==> config.mk <==
export PLATFORM = sky130hd
export DESIGN_NAME = e2r_cordic
export DESIGN_NICKNAME = d
export VERILOG_FILES = /design/src/design/e2r_pkg.sv /design/src/design/e2r_cordic.sv
export VERILOG_INCLUDE_DIRS = /design/src /design/src/design
export SDC_FILE = /design/constraint.sdc
export NUM_CORES = 2
export LEC_CHECK = 0
export BUFFER_PORTS_ARGS = -buffer_cell sky130_fd_sc_hd__clkbuf_2
export CAP_MARGIN = 25
export CORE_ASPECT_RATIO = 2
export CORE_UTILIZATION = 60
export CTS_CLUSTER_DIAMETER = 200
export DETAILED_ROUTE_END_ITERATION = 7
export PLACE_DENSITY = 0.78
export SLEW_MARGIN = 30
export SYNTH_ARGS = -nofsm -noshare
export SYNTH_HDL_FRONTEND = slang
export SYNTH_SLANG_ARGS = --single-unit
==> constraint.sdc <==
create_clock -name clk -period 6.5 [get_ports clk]
set_clock_uncertainty 0.1 [all_clocks]
set_input_delay 0 -clock clk [delete_from_list [all_inputs] [get_ports clk]]
set_output_delay 0 -clock clk [all_outputs]
set_load 0.05 [all_outputs]
==> src/design/euler_to_rotation_matrix_core_defines.svh <==
// ----------------------------------------------------------------------------
// euler to rotation matrix assertion macros
// shared concurrent assertion forms used by the core modules
// ----------------------------------------------------------------------------
`ifndef EULER_TO_ROTATION_MATRIX_CORE_DEFINES_SVH
`define EULER_TO_ROTATION_MATRIX_CORE_DEFINES_SVH

// a condition implies a consequence on the same edge
`define E2R_ASSERT_IMPL(lbl, clk, rst_n, pre, post) \
  lbl: assert property (@(posedge clk) disable iff (!rst_n) (pre) |-> (post)) \
    else $error("assertion failed");

// a condition implies a consequence on the next edge
`define E2R_ASSERT_NEXT(lbl, clk, rst_n, pre, post) \
  lbl: assert property (@(posedge clk) disable iff (!rst_n) (pre) |=> (post)) \
    else $error("assertion failed");

`endif

==> src/design/e2r_pkg.sv <==
// ----------------------------------------------------------------------------
// e2r_pkg
// types, constants and arctangent table for the euler to matrix core
// ----------------------------------------------------------------------------
`default_nettype none
package e2r_pkg;

  localparam int ANGLE_WIDTH_DEF    = 16;
  localparam int COEF_FRAC_BITS_DEF = 14;
  localparam int CORDIC_STAGES_DEF  = 16;

  localparam int IW = 34;  // q30 working width, headroom for +-pi
  localparam int AW = ANGLE_WIDTH_DEF;
  localparam int OW = COEF_FRAC_BITS_DEF + 2;

  localparam logic signed [IW-1:0] ONE_Q30     = 34'sd1073741824;
  localparam logic signed [IW-1:0] HALF_PI_Q30 = 34'sd1686629713;
  localparam logic signed [IW-1:0] PI_Q30      = 34'sd3373259426;
  localparam logic signed [IW-1:0] GAIN_Q30    = 34'sd652032874;

  typedef struct packed {
    logic signed [AW-1:0] yaw_angle;
    logic signed [AW-1:0] pitch_angle;
    logic signed [AW-1:0] roll_angle;
  } in_t;

  typedef struct packed {
    logic signed [OW-1:0] m00;
    logic signed [OW-1:0] m01;
    logic signed [OW-1:0] m02;
    logic signed [OW-1:0] m10;
    logic signed [OW-1:0] m11;
    logic signed [OW-1:0] m12;
    logic signed [OW-1:0] m20;
    logic signed [OW-1:0] m21;
    logic signed [OW-1:0] m22;
  } out_t;

  function automatic logic signed [IW-1:0] atan_q30(input logic [4:0] i);
    logic signed [IW-1:0] r;
    case (i)
      5'd0: r = 34'sd843314857;
      5'd1: r = 34'sd497837829;
      5'd2: r = 34'sd263043837;
      5'd3: r = 34'sd133525159;
      5'd4: r = 34'sd67021687;
      5'd5: r = 34'sd33543516;
      5'd6: r = 34'sd16775851;
      5'd7: r = 34'sd8388437;
      5'd8: r = 34'sd4194283;
      5'd9: r = 34'sd2097149;
      5'd10: r = 34'sd1048575;
      5'd31: r = 34'sd0;
      default: r = 34'sd1 <<< (5'd30 - i);
    endcase
    return r;
  endfunction

  function automatic logic signed [IW-1:0] clamp1(input logic signed [IW+1:0] v);
    logic signed [IW-1:0] r;
    if (v > 36'(ONE_Q30)) r = ONE_Q30;
    else if (v < -36'(ONE_Q30)) r = -ONE_Q30;
    else r = IW'(v);
    return r;
  endfunction

  // round half up product of two q30 values (|a|,|b| <= 1)
  function automatic logic signed [IW-1:0] qmul(input logic signed [IW-1:0] a,
                                                input logic signed [IW-1:0] b);
    logic signed [2*IW-1:0] p;
    p = (2*IW)'(a) * (2*IW)'(b) + (68'sd1 <<< 29);
    return IW'(p >>> 30);
  endfunction

endpackage
`default_nettype wire

==> src/design/e2r_cordic.sv <==
// ----------------------------------------------------------------------------
// e2r_cordic
// pipelined rotation cordic, one register stage per iteration, sin/cos of
// half angle in q30
// ----------------------------------------------------------------------------
`default_nettype none
`include "euler_to_rotation_matrix_core_defines.svh"
module e2r_cordic #(
  parameter int ANGLE_WIDTH   = e2r_pkg::ANGLE_WIDTH_DEF,
  parameter int CORDIC_STAGES = e2r_pkg::CORDIC_STAGES_DEF
) (
  input  wire logic                                 clk,
  input  wire logic                                 rst_n,
  input  wire logic                                 en,
  input  wire logic                                 vld_in,
  input  wire logic signed [ANGLE_WIDTH-1:0]        angle,
  output logic signed [e2r_pkg::IW-1:0]             sin_o,
  output logic signed [e2r_pkg::IW-1:0]             cos_o,
  output logic                                      vld_o
);
  localparam int N  = (CORDIC_STAGES > 32) ? 32 : CORDIC_STAGES;
  localparam int IW = e2r_pkg::IW;

  logic signed [IW-1:0] x_r [N+1];
  logic signed [IW-1:0] y_r [N+1];
  logic signed [IW-1:0] z_r [N+1];
  logic                 neg_r [N+1];
  logic                 v_r [N+1];

  logic signed [IW-1:0] z0;
  always_comb begin
    z0 = IW'(angle) <<< (32 - ANGLE_WIDTH);
  end

  always_ff @(posedge clk) begin
    if (!rst_n) begin
      v_r[0] <= 1'b0;
    end else if (en) begin
      v_r[0] <= vld_in;
    end
    if (en) begin
      x_r[0] <= e2r_pkg::GAIN_Q30;
      y_r[0] <= '0;
      if (z0 > e2r_pkg::HALF_PI_Q30) begin
        z_r[0] <= z0 - e2r_pkg::PI_Q30; neg_r[0] <= 1'b1;
      end else if (z0 < -e2r_pkg::HALF_PI_Q30) begin
        z_r[0] <= z0 + e2r_pkg::PI_Q30; neg_r[0] <= 1'b1;
      end else begin
        z_r[0] <= z0; neg_r[0] <= 1'b0;
      end
    end
  end

  for (genvar i = 0; i < N; i++) begin : g_stage
    always_ff @(posedge clk) begin
      if (!rst_n) begin
        v_r[i+1] <= 1'b0;
      end else if (en) begin
        v_r[i+1] <= v_r[i];
      end
      if (en) begin
        neg_r[i+1] <= neg_r[i];
        if (!z_r[i][IW-1]) begin
          x_r[i+1] <= x_r[i] - (y_r[i] >>> i);
          y_r[i+1] <= y_r[i] + (x_r[i] >>> i);
          z_r[i+1] <= z_r[i] - e2r_pkg::atan_q30(5'(i));
        end else begin
          x_r[i+1] <= x_r[i] + (y_r[i] >>> i);
          y_r[i+1] <= y_r[i] - (x_r[i] >>> i);
          z_r[i+1] <= z_r[i] + e2r_pkg::atan_q30(5'(i));
        end
      end
    end
  end

  always_comb begin
    sin_o = e2r_pkg::clamp1((IW+2)'(neg_r[N] ? -y_r[N] : y_r[N]));
    cos_o = e2r_pkg::clamp1((IW+2)'(neg_r[N] ? -x_r[N] : x_r[N]));
  end

  assign vld_o = v_r[N];

  `E2R_ASSERT_NEXT(a_vld_flow, clk, rst_n, en && vld_in, v_r[0])
  `E2R_ASSERT_NEXT(a_hold, clk, rst_n, !en, $stable(v_r[N]))
  `E2R_ASSERT_IMPL(a_sin_rng, clk, rst_n, v_r[N],
                   sin_o <= e2r_pkg::ONE_Q30 && sin_o >= -e2r_pkg::ONE_Q30)
endmodule
`default_nettype wire

# ---- Yosys cells after proc, flatten, opt, wreduce, memory -nomap -nowiden
# Memory sizes are Yosys's and may differ from the RTL's.
# Cells that the tools add are included.
dict set report totals {
  n_memories 5
  inputBits 20
  wordCells 366
  out_inout_bits 69
  reg_bits 0
  ram_bits 1768
}
# name depth word_bits rd rd_ports_with_merged_regs write_ports line_no
set mem_list {}
lappend mem_list {x_r 17 34 17 0 17 e2r_cordic.sv:24} ;# logic signed [IW-1:0] x_r [N+1];
lappend mem_list {y_r 17 34 17 0 17 e2r_cordic.sv:25} ;# logic signed [IW-1:0] y_r [N+1];
lappend mem_list {z_r 17 34 16 0 17 e2r_cordic.sv:26} ;# logic signed [IW-1:0] z_r [N+1];
lappend mem_list {neg_r 17 1 17 0 17 e2r_cordic.sv:27} ;# logic neg_r [N+1];
lappend mem_list {v_r 17 1 17 0 17 e2r_cordic.sv:28} ;# logic v_r [N+1];
dict set report classes {
  n_lt_le_gt_ge 6
  n_mux 187
  addsub 99
  bitwise_logic 69
}
# operator n
set ops {}
lappend ops {{2-to-1 mux 34 bit} 54}
lappend ops {{2-to-1 mux 1 bit} 131}
lappend ops {{> comparator 36 x 32 -> 1 bit (second input constant)} 2}
lappend ops {{< comparator 36 x 31 -> 1 bit (second input constant)} 2}
lappend ops {{2-to-1 mux 36 bit} 2}
lappend ops {{negation 34 -> 36 bit} 2}
lappend ops {{OR 1 bit} 69}
lappend ops {{adder 34 x 19 -> 34 bit} 2}
lappend ops {{adder 34 x 20 -> 34 bit} 2}
lappend ops {{adder 34 x 21 -> 34 bit} 2}
lappend ops {{adder 34 x 21 -> 34 bit (second input constant)} 2}
lappend ops {{adder 34 x 22 -> 34 bit} 2}
lappend ops {{adder 34 x 23 -> 34 bit} 2}
lappend ops {{adder 34 x 24 -> 34 bit} 2}
lappend ops {{adder 34 x 25 -> 34 bit} 2}
lappend ops {{adder 34 x 26 -> 34 bit} 2}
lappend ops {{adder 34 x 27 -> 34 bit} 2}
lappend ops {{adder 34 x 28 -> 34 bit} 2}
lappend ops {{adder 34 x 29 -> 34 bit} 2}
lappend ops {{adder 34 x 30 -> 34 bit} 2}
lappend ops {{adder 34 x 31 -> 34 bit} 2}
lappend ops {{adder 34 x 32 -> 34 bit} 2}
lappend ops {{adder 34 x 33 -> 34 bit} 2}
lappend ops {{subtractor 34 x 19 -> 34 bit} 2}
lappend ops {{other kinds (49)} 65}

# ---- Logic depth before layout (Yosys ltp)
dict set report depth {
  depth_word 7
  mapped_depth 21
  depth_no_buf 21
}

# ---- Worst setup path after synthesis
# OpenSTA, ideal clock, no wires.
dict set report synth_timing {
  kind {input -> register}
  startpoint {input en}
  endpoint {memory z_r[2][31], data pin}
  required_ns 6.139
  t_arrival_ns 4.914
  path_buffers 3
  cell_stages 18
  slack_ns 1.225
  setup_ns 0.261
  path_cell_list {clkbuf_1 -> clkbuf_1 -> clkbuf_1 -> nand2_1 -> inv_1 -> ha_1 -> inv_1 -> fa_1 -> a211oi_1 -> nor2_1 -> o31ai_1 -> a211oi_1 -> a311oi_1 -> o31a_1 -> o21ai_0 -> o21a_1 -> o2111a_1 -> a311o_1}
}
# element line_no
set synth_lines {}
lappend synth_lines {{start: declaration} e2r_cordic.sv:14} ;# input wire logic en,
lappend synth_lines {{end: declaration} e2r_cordic.sv:26}

==> metrics.yaml <==
ys_top_cells_by_area: "edfxtp_1 35%, ha_1 14%, xnor2_1 8.1%"
crit_chain: "inv_1 -> ha_1 -> nand2_1 -> nor3_1 -> and2_1 -> nand2_1 -> nor4_1 -> buf_4 -> nor2_1 -> xnor2_2 -> ha_1 -> and3_1 -> a211oi_1 -> o211ai_1 -> a41oi_1 -> buf_4 -> o21ai_0 -> buf_4 -> a41oi_1 -> o21bai_1 -> xor2_1"
final_max_slew_viol_count: 0
reg2reg_depth: 21
fp.dieW_um: 326
avgSynthCellArea_sq_um: 9.40
grt_max_degree: 125
cts.clk_slew.worst_paths_ns: 0.07
dp_cells: 16107
ys_seq_area_frac: 0.347
ys_warn_count: 0
setup_viol: 0
crit_path_end_kind: "flop"
rsz0062_at_grt: "false"
hold_class: "input port to flop"
synthFlopType: "edfxtp_1"
finalNonFillerCells: 16504
cpMostUsedCell: "buf_4"
area_growth_pct: 7.87
finish.utilization: 0.651
fill_cells: 16538
cts_sinks: 1453
path_depth: 21
maxClockFrequency_mhz: 159
min_period_over_period: 0.967
gp_congestion: 1.10
cp.required_ns: 6.99
synth-seq-cells: 1453
maxSlewHeadroom: 0.0201
antenna_found_initial: 29
finalHoldViolCount: 0
rrSetupSlack_ns: 0.22
post_drt_wl_per_cell_um: 26.0
yosys.area.top_type: "edfxtp_1"
cp.buffers_inverters: 4
grt_pass1_wl_um: 645000
crit_family: "simple AND/OR/NAND/NOR gates"
fp.dieH_um: 650
fin_tns_setup_ns: 0
critPathCapture: "x_r[9][32]"
holdWs_ns: 0.0348
synth.top_cells.by_count: "1,452 x edfxtp_1, 1,368 x ha_1, 1,314 x a21oi_1"
outcome: "finished, violations left"
synth.top_cell.area_share: 0.346
slowest_stage: "nand2_1"
viasPerCell: 6.60
cp-start-kind: "flop"
startpoint: "y_r[8][8]"
dr.pass1.iters: 8
yosysUniqueCellTypes: 87
synth_cells: 13386
cpPeakStageDelay_ns: 0.47
tightest_slew_ns: 1.46
drcViolationCount: 2
core_sq_um: 208000
path_class: "flop to flop"
clock_latency_ns: 0.88
num_rows: 237
cts_buffers: 150
critPathMaxFanout: 5
cts_setup_buffers: 0
ctsLongestPathBuffers: 4
first_iter_violations: 7186
async_reset_ff_frac: 0
io_buffers: 88
grt.overflow.total: 0
synth_edf_count: 1452
vias: 108889
ios: 89
root_buffer: "clkbuf_16"
die-area_sq_um: 212000
final_nets: 14982
drive_gt1_frac: 0.0491
synth_fp_nets: 14815
cts_tree: "done"
violations: "DRC, capacitance limit"
arrival_ns: 6.78
synth.most_common_cell: "edfxtp_1"
period_minus_slack_ns: 6.28
ant_nets: 0
grt_usage: 0.398
htree_levels: 4
r2r-end: "x_r[9][32]"
finalWirelength_um: 429000
place_hpwl_um: 341000
r2r_start: "y_r[8][8]"
initial_core_util: 0.604
grt_pass1_vias: 111147
drv_cap: 1
syn_area_sq_um: 126000
-- timing repair --
action | in CTS | in global routing
hold endpoints to repair | 246 | 0
hold buffers | 41 | 0
gates resized for setup | 0 | 1
setup endpoints to repair | 0 | 2
-- placed cells by master, fill, tap and decap left out, types with 149 or more instances in the layout --
master and instances:
nor2b_1 184, xor2_1 674, inv_1 499, nand2b_1 234, clkbuf_16 154, o21ai_0 778
a21o_1 540, o21a_1 217, ha_1 1368, nand3_1 218, and3_1 149, a21oi_1 1313
xnor2_1 1141, nor3_1 335, nand2_1 827, edfxtp_1 1452, nor2_1 1117
-- logic make-up (layout without fill, tap and decap cells) --
| kind of cell | Yosys count | after routing | synth area share |
|---|---|---|---|
| AO/OA/AOI/OAI | 4083 | 4083 | 0.207 |
| XOR/XNOR | 1838 | 1838 | 0.128 |
| adder cells (fa/ha/maj) | 1409 | 1409 | 0.142 |
| buffers and inverters | 768 | 1043 | 0.0231 |
| flip-flops | 1453 | 1453 | 0.347 |
| multiplexers | 121 | 121 | 0.0101 |
| other | 0 | 95 | 0 |
| AND/OR/NAND/NOR | 3714 | 3714 | 0.143 |
-- worst register-to-register path: stages (launching register included) --
cell and delay (ns):
edfxtp_1 0.44, inv_1 0.11, ha_1 0.17, nand2_1 0.11
nor3_1 0.44, and2_1 0.26, nand2_1 0.47, nor4_1 0.42
buf_4 0.21, nor2_1 0.07, xnor2_2 0.45, ha_1 0.40
and3_1 0.21, a211oi_1 0.35, o211ai_1 0.32, a41oi_1 0.36
buf_4 0.26, o21ai_0 0.22, buf_4 0.20, a41oi_1 0.21
o21bai_1 0.10, xor2_1 0.14
-- metrics by stage --
| step | instance area [sq um] | setup slack (ns) |
|---|---|---|
| 6_report | 136000 | 0.217 |
| 5_1_grt | 136000 | 0.0376 |
| 4_1_cts | 135000 | 0.441 |
| 3_5_place_dp | 130000 | 0.761 |
| 3_3_place_gp | 130000 | 0.535 |
| 2_1_floorplan | 126000 | 1.22 |
-- worst min-delay path by stage --
stage / startpoint / to / slack, ns / cells past startpoint
6_report: rst_n / v_r[16] / 0.03 / 3
5_1_grt: rst_n / v_r[16] / 0.05 / 3
4_1_cts: rst_n / v_r[16] / 0.01 / 3
3_5_place_dp: vld_in / v_r[0] / 0.23 / 2
3_3_place_gp: vld_in / v_r[0] / 0.22 / 2
2_1_floorplan: en / neg_r[0][10] / 0.01 / 0
-- area by class of cell --
| class | instances | area, sq um | share of cell area |
|---|---|---|---|
| clock inverter | 92 | 1030 | 0.00761 |
| sequential | 1453 | 43600 | 0.321 |
| multi-input combinational | 11165 | 79600 | 0.587 |
| tap | 2748 | 3440 | 0.0253 |
| timing repair buffer | 269 | 1980 | 0.0146 |
| antenna | 95 | 238 | 0.00175 |
| inverter | 514 | 1930 | 0.0142 |
| clock buffer | 168 | 3910 | 0.0288 |
-- metal layers --
| layer | global-route usage | part of all wire | routed length (um) |
|---|---|---|---|
| met5 | 0 | 0.000016 | 7 |
| met4 | 0.458 | 0.14 | 60600 |
| met3 | 0.0602 | 0.043 | 18500 |
| met2 | 0.770 | 0.54 | 230000 |
| met1 | 0.307 | 0.28 | 120000 |
-- flip-flops by register name, indices dropped and copies added (netlist names) --
name   cells
x_r      484
y_r      511
neg_r     17
v_r       17
z_r      424
Power is not shown: default switching activity piles up to over one toggle a cycle in this logic, so the estimate is an artifact.
